## config.mk

```make
export PLATFORM = sky130hd
export DESIGN_NAME = msor_ctrl
export DESIGN_NICKNAME = d
export VERILOG_FILES = /design/src/hw/rtl/msor_pkg.sv /design/src/hw/rtl/msor_ctrl.sv
export SDC_FILE = /design/constraint.sdc
export NUM_CORES = 1
export LEC_CHECK = 0
export ABC_AREA = 1
export BUFFER_PORTS_ARGS = -buffer_cell sky130_fd_sc_hd__buf_2
export CAP_MARGIN = 25
export CORE_MARGIN = 5
export CORE_UTILIZATION = 40
export DETAILED_ROUTE_END_ITERATION = 12
export PLACE_DENSITY = 0.78
export SLEW_MARGIN = 20
export SYNTH_ARGS = -nofsm -noshare
export SYNTH_HDL_FRONTEND = slang
export SYNTH_SLANG_ARGS = --single-unit
```

## constraint.sdc

```tcl
create_clock -name clk -period 1.35 [get_ports clk]
set_clock_uncertainty 0.15 [all_clocks]
set_input_delay 0.0675 -clock clk [delete_from_list [all_inputs] [get_ports clk]]
set_output_delay 0.0675 -clock clk [all_outputs]
set_load 0.1 [all_outputs]
```

## src/hw/rtl/msor_pkg.sv

```systemverilog
// Shared types and codes of the MP4 sample offset resolver.
`default_nettype none
package msor_pkg;

  typedef enum logic [1:0] {
    FN_MAP   = 2'd0,
    FN_SIZE  = 2'd1,
    FN_CHUNK = 2'd2,
    FN_END   = 2'd3
  } func_e_t;

  typedef enum logic [3:0] {
    ST_OK        = 4'd0,
    ST_BAD_MAP   = 4'd1,
    ST_BAD_SIZE  = 4'd2,
    ST_MAP_LATE  = 4'd3,
    ST_OVER      = 4'd4,
    ST_BAD_OFF   = 4'd5,
    ST_OUTSIDE   = 4'd6,
    ST_UNCOVERED = 4'd7,
    ST_NO_MAP    = 4'd8
  } status_e_t;

  typedef enum logic [3:0] {
    S_IDLE,
    S_EVAL,
    S_WALK_RD,
    S_WALK_CHK,
    S_ENTRY_RD,
    S_ENTRY_CHK,
    S_SCAN_RD,
    S_SCAN_CHK,
    S_EMIT_RD,
    S_EMIT,
    S_RESP
  } state_e_t;

  localparam int unsigned REG_DEFAULT_SIZE = 0;
  localparam int unsigned REG_FILE_SIZE    = 1;
  localparam int unsigned REG_SAMPLE_COUNT = 2;

  typedef struct packed {
    logic      map_wr;
    logic      size_wr;
    logic      set_code;
    logic [3:0] code;
    logic      map_sel_next;
    logic      pos_inc;
    logic      scan_init;
    logic      scan_step;
    logic      emit_sample;
    logic      emit_single;
  } cmd_t;

  typedef struct packed {
    logic       error_hold;
    logic [3:0] held_code;
    logic [1:0] func;
    logic       map_bad;
    logic       size_bad;
    logic       map_empty;
    logic       count_bad;
    logic       covered;
    logic       walk_more;
    logic       walk_adv;
    logic       late;
    logic       run_bad;
    logic       off_bad;
    logic       sz_zero;
    logic       over_file;
    logic       scan_last;
    logic       out_free;
  } sts_t;

endpackage
`default_nettype wire

```

## src/hw/rtl/msor_ctrl.sv

```systemverilog
// Controller state machine of the sample offset resolver.
`default_nettype none
module msor_ctrl (
  input  wire logic          clk,
  input  wire logic          rst_n,
  input  wire logic          in_valid,
  output logic               in_ready,
  input  wire msor_pkg::sts_t sts,
  output msor_pkg::cmd_t     cmd,
  output msor_pkg::state_e_t state
);
  msor_pkg::state_e_t state_r, state_nxt;

  assign state = state_r;

  always_ff @(posedge clk) begin
    if (!rst_n) begin
      state_r <= msor_pkg::S_IDLE;
    end else begin
      state_r <= state_nxt;
    end
  end

  always_comb begin
    state_nxt = state_r;
    cmd       = '0;
    in_ready  = 1'b0;
    unique case (state_r)
      msor_pkg::S_IDLE: begin
        in_ready = 1'b1;
        if (in_valid) begin
          state_nxt = msor_pkg::S_EVAL;
        end
      end
      msor_pkg::S_EVAL: begin
        cmd.set_code = 1'b1;
        cmd.code     = msor_pkg::ST_OK;
        state_nxt    = msor_pkg::S_RESP;
        if (sts.error_hold) begin
          cmd.code = sts.held_code;
        end else begin
          unique case (sts.func)
            msor_pkg::FN_MAP: begin
              if (sts.map_bad) cmd.code = msor_pkg::ST_BAD_MAP;
              else cmd.map_wr = 1'b1;
            end
            msor_pkg::FN_SIZE: begin
              if (sts.size_bad) cmd.code = msor_pkg::ST_BAD_SIZE;
              else cmd.size_wr = 1'b1;
            end
            msor_pkg::FN_END: begin
              priority if (sts.map_empty) cmd.code = msor_pkg::ST_NO_MAP;
              else if (sts.count_bad) cmd.code = msor_pkg::ST_OVER;
              else if (!sts.covered) cmd.code = msor_pkg::ST_UNCOVERED;
              else cmd.code = msor_pkg::ST_OK;
            end
            default: begin
              priority if (sts.map_empty) cmd.code = msor_pkg::ST_NO_MAP;
              else if (sts.count_bad) cmd.code = msor_pkg::ST_OVER;
              else begin
                cmd.set_code = 1'b0;
                state_nxt    = msor_pkg::S_WALK_RD;
              end
            end
          endcase
        end
      end
      msor_pkg::S_WALK_RD: begin
        cmd.map_sel_next = 1'b1;
        state_nxt = sts.walk_more ? msor_pkg::S_WALK_CHK : msor_pkg::S_ENTRY_RD;
      end
      msor_pkg::S_WALK_CHK: begin
        cmd.map_sel_next = 1'b1;
        if (sts.walk_adv) begin
          cmd.pos_inc = 1'b1;
          state_nxt   = msor_pkg::S_WALK_RD;
        end else begin
          state_nxt = msor_pkg::S_ENTRY_RD;
        end
      end
      msor_pkg::S_ENTRY_RD: begin
        state_nxt = msor_pkg::S_ENTRY_CHK;
      end
      msor_pkg::S_ENTRY_CHK: begin
        cmd.set_code = 1'b1;
        state_nxt    = msor_pkg::S_RESP;
        priority if (sts.late) cmd.code = msor_pkg::ST_MAP_LATE;
        else if (sts.run_bad) cmd.code = msor_pkg::ST_OVER;
        else if (sts.off_bad) cmd.code = msor_pkg::ST_BAD_OFF;
        else begin
          cmd.set_code  = 1'b0;
          cmd.scan_init = 1'b1;
          state_nxt     = msor_pkg::S_SCAN_RD;
        end
      end
      msor_pkg::S_SCAN_RD: begin
        state_nxt = msor_pkg::S_SCAN_CHK;
      end
      msor_pkg::S_SCAN_CHK: begin
        priority if (sts.sz_zero) begin
          cmd.set_code = 1'b1;
          cmd.code     = msor_pkg::ST_BAD_SIZE;
          state_nxt    = msor_pkg::S_RESP;
        end else if (sts.over_file) begin
          cmd.set_code = 1'b1;
          cmd.code     = msor_pkg::ST_OUTSIDE;
          state_nxt    = msor_pkg::S_RESP;
        end else if (sts.scan_last) begin
          cmd.scan_init = 1'b1;
          state_nxt     = msor_pkg::S_EMIT_RD;
        end else begin
          cmd.scan_step = 1'b1;
          state_nxt     = msor_pkg::S_SCAN_RD;
        end
      end
      msor_pkg::S_EMIT_RD: begin
        state_nxt = msor_pkg::S_EMIT;
      end
      msor_pkg::S_EMIT: begin
        if (sts.out_free) begin
          cmd.emit_sample = 1'b1;
          state_nxt = sts.scan_last ? msor_pkg::S_IDLE : msor_pkg::S_EMIT_RD;
        end
      end
      msor_pkg::S_RESP: begin
        if (sts.out_free) begin
          cmd.emit_single = 1'b1;
          state_nxt       = msor_pkg::S_IDLE;
        end
      end
      default: state_nxt = msor_pkg::S_IDLE;
    endcase
  end
endmodule
`default_nettype wire

```

==> results of run 1 <==
## through the flow
stage               instances  TNS (ps)  setup WS, ps
floorplan                 116     -8550         -1190
detailed placement        191     -1100          -177
global placement          191      -243         -67.1
## cells in the mapped netlist
| library cell | count |
|---|---|
| nand2_1 | 28 |
| inv_1 | 20 |
| nor2_1 | 15 |
| a21oi_1 | 7 |
| nand3_1 | 7 |
| nor3_1 | 6 |
| o211ai_1 | 6 |
| nor2_2 | 5 |
| dfxtp_1 | 4 |
| inv_2 | 3 |
| o21ai_0 | 3 |
| nand2_2 | 2 |
| nand3b_1 | 2 |
| nand4_1 | 2 |
| nor2_4 | 2 |
| a31oi_1 | 1 |
| nor4_1 | 1 |
| o21bai_1 | 1 |
| o22ai_1 | 1 |
## cell families after synthesis
kind of cell	synth area share [%]
DFF	13.2
AOI/OAI and AO/OA	18.9
buffers and inverters	14.2
and+or+nand+nor	53.7
==> impl_metrics.csv, run 1 <==
group,metric,value,unit
logic_synthesis,syn_area,608,um^2
place,gp_congestion,0.910,
cts,numCtsBuffers,3,
place,port_buffers,41,
die,num_rows,14,
logic_synthesis,synth.area.top_cells,"nand2_1, dfxtp_1, inv_1, nor2_1, o211ai_1",
logic_synthesis,synth.top_cell.area_share,17.3,%
place,hpwlAfterDp,3070,um
place,dpl-instance-area,1400,um^2
die,chipWidth,49.0,um
cts,cts.path.max_buffers,2,
cts,htreeDepth,1,
die,die_y,49.0,um
logic_synthesis,ys_ff_latch,4,
cts,numClockSinks,4,
status,stop_stage,"clock tree synthesis",
cts,cts-resized-gates,46,
logic_synthesis,ys.warnings.count,0,
logic_synthesis,avgSynthCellArea,5.24,um^2
die,io_pins,42,
logic_synthesis,synth_fp_nets,140,
logic_synthesis,ys_seq_area_share,13.2,%
logic_synthesis,ys_types,19,
cts,root_buffer,"clkbuf_4",
die,start_util,41.3,%
cts,holdBufCountCts,1,
status,status,"stopped before the end",
cts,cts_setup_buffers,14,
logic_synthesis,synth_top_area_cell,"nand2_1",
logic_synthesis,syn-instance-count,116,
status,error,"[ERROR DPL-0038] Utilization greater than 100%, impossible to legalize",
==> inputs of run 2 (changes only) <==
- CORE_AREA: unset -> 5 5 66 68
- CORE_MARGIN: 5 -> unset
- CORE_UTILIZATION: 40 -> unset
- DIE_AREA: unset -> 0 0 71 73
- PLACE_DENSITY: 0.78 -> unset
- PLACE_DENSITY_LB_ADDON: unset -> 0.15
==> run 2 against run 1 <==
The flow now finishes, with violations (setup timing). Synthesized cell count did not move. Synthesized area did not move.
==> impl_metrics.csv, run 2 <==
group,metric,value,unit
cts,insertion_delay,220,ps
final_layout,post-route-util,47.8,%
grt,grt_pass1_wl,4690,um
sta,tightestPinTransition,299,ps
die,core_area,3800,um^2
min_path,hold_class,"input port to flip-flop",
routing,drt-total-wl,2890,um
logic_synthesis,synth_fp_nets,140,
final_layout,n_antenna_cell,0,
worst_setup_path,critPathLaunchType,"flip-flop",
worst_setup_path,cpPeakStageDelay,350,ps
routing,num_vias,1038,
final_layout,area_growth_syn_to_layout,198,%
logic_synthesis,synth_most_common_cell,"nand2_1",
logic_synthesis,ys_seq_area_share,13.2,%
final_layout,drive_gt1_share,65.8,%
sta,max_freq,0.601,GHz
sta,finalSetupViolCount,19,
final_layout,final_cells,246,
cts,cts.path.max_buffers,2,
routing,wl_per_cell,11.7,um
place,port_buffers,41,
cts,numClockSinks,4,
worst_setup_path,endpoint_kind,"output port",
die,dieArea,5180,um^2
power,p_leak,0.843,nW
cts,htreeDepth,1,
power,irDropWorstVdd,1690,uV
logic_synthesis,synth_edf_count,0,
die,start_util,16.0,%
logic_synthesis,synth.top_cell.area_share,17.3,%
run,maxCapViolCount,0,
grt,grt_max_degree,9,
sta,layout_setup_ws,-313,ps
logic_synthesis,syn-instance-count,116,
final_layout,layout_common_cells,"buf_2, nand2_1, buf_4",
final_layout,largest_reg_flops,4,
grt,overflow,0,
logic_synthesis,synth.area.top_cells,"nand2_1, dfxtp_1, inv_1, nor2_1, o211ai_1",
sta,period_needed,1660,ps
sta,fin_crit_sh,123,%
grt,gr-usage-all-layers,11.2,%
logic_synthesis,ys.warnings.count,0,
cts,numCtsBuffers,3,
power,power.density,2170,nW/um^2
worst_setup_path,slowest_stage,"dfxtp_4",
logic_synthesis,synth_ff_type,"dfxtp_1",
die,die_y,73,um
logic_synthesis,avgSynthCellArea,5.24,um^2
worst_setup_path,crit_fanout,5,
sta,rsz0062_at_grt,"yes",
cts,cts_tree,"yes",
routing,drt_first_pass_iters,4,
place,placed_cells,229,
worst_setup_path,cp.required,1130,ps
worst_setup_path,cp.arrival,1450,ps
final_layout,fin_nets,222,
logic_synthesis,ys_types,19,
die,num_rows,23,
logic_synthesis,ys_ff_latch,4,
final_layout,final_common_cell,"buf_2",
routing,vias_per_cell,4.22,
sta,finalHoldViolations,0,
logic_synthesis,synth_top_area_cell,"nand2_1",
place,hpwlAfterDp,2280,um
logic_synthesis,synth_async_sr_flop_share,0,%
place,gp_congestion,0.825,
grt,antenna_found_initial,0,
worst_setup_path,path_cells,"nor2_4, inv_4, nor2_4, o211ai_1, o211ai_1, buf_12",
status,status,"finished, violations left",
sta,slew_headroom,80.0,%
routing,drtIter0Drc,11,
grt,grt_pass1_vias,1098,
logic_synthesis,ys_top_cells_by_count,"nand2_1, inv_1, nor2_1",
routing,drc,0,
die,chipWidth,71,um
routing,ant_nets,0,
logic_synthesis,syn_area,608,um^2
worst_setup_path,worst-setup-path-type,"flip-flop to output port",
status,violations,"setup timing",
sta,slew_viol_final,0,
die,io_pins,42,
cts,clk_pin_slew,30,ps
cts,root_buffer,"clkbuf_8",
-- run 2: timing repair --
| action | in CTS | in global routing |
|---|---|---|
| pin swaps | 15 | 12 |
| endpoints found under the setup margin | 18 | 18 |
| endpoints found under the hold margin | 1 | 0 |
| gates cloned | 0 | 0 |
| buffers inserted | 7 | 9 |
| resized for setup | 23 | 29 |
| hold buffers | 1 | 0 |
-- run 2: kinds of logic (layout without fill, tap and decap cells) --
group | count (synthesis) | count (layout) | synth area share [%]
AOI/OAI and AO/OA | 19 | 19 | 18.9
and+or+nand+nor | 70 | 70 | 53.7
buffers and inverters | 23 | 103 | 14.2
DFF | 4 | 4 | 13.2
-- run 2: power by group --
group	internal, mW	switching (mW)
logic	1.40	1.99
registers	0.189	0.105
clock network	0.190	0.0637
-- run 2: area by class of cell --
type / instances / area [um^2]
fill: 391 / 1980
clock buffer: 3 / 41.3
tap: 50 / 62.6
sequential: 4 / 95.1
multi-input combinational: 89 / 701
inverter: 23 / 106
timing repair buffer: 77 / 808
-- run 2: stage by stage --
stage          hold WS [ps]  cell area (um^2)  power (mW)  worst slack (ps)  setup TNS (ps)
2_1_floorplan          77.4               769        1.98             -1190           -8550
3_3_place_gp            227              1470        3.14              -111            -717
3_5_place_dp            215              1470        3.14              -108            -743
4_1_cts                17.7              1660        3.68              -336           -3450
5_1_grt                50.6              1810        4.14              -401           -5010
6_report               20.9              1810        3.93              -313           -3710
-- run 2: metal layers --
metal | vias to the layer above | wire (um) | global-route usage (%)
li1 | 539 | - | -
met1 | 468 | 1060 | 11.3
met2 | 27 | 1610 | 22.0
met3 | 4 | 195 | 3.72
met4 | 0 | 21 | 2.51
met5 | - | 0 | 0
-- run 2: path summary, 6_finish.rpt --
kind                                from        to  slack [ps]  cells past startpoint
worst min-delay path              sts[8]  state[2]          20                      4
worst max register to register  state[2]  state[3]        -110                     10
worst max-delay path            state[2]    cmd[7]        -310                      6
worst min register to register  state[0]  state[0]         530                      4
-- run 2: worst max-delay path: cells and delay by family (launching register included) --
| family | cells | cell delay (ps) |
|---|---|---|
| buffers and inverters | 2 | 280 |
| AOI/OAI and AO/OA | 2 | 290 |
| and+or+nand+nor | 2 | 310 |
| DFF | 1 | 350 |
No activity file was read; power rests on OpenSTA's default activity.
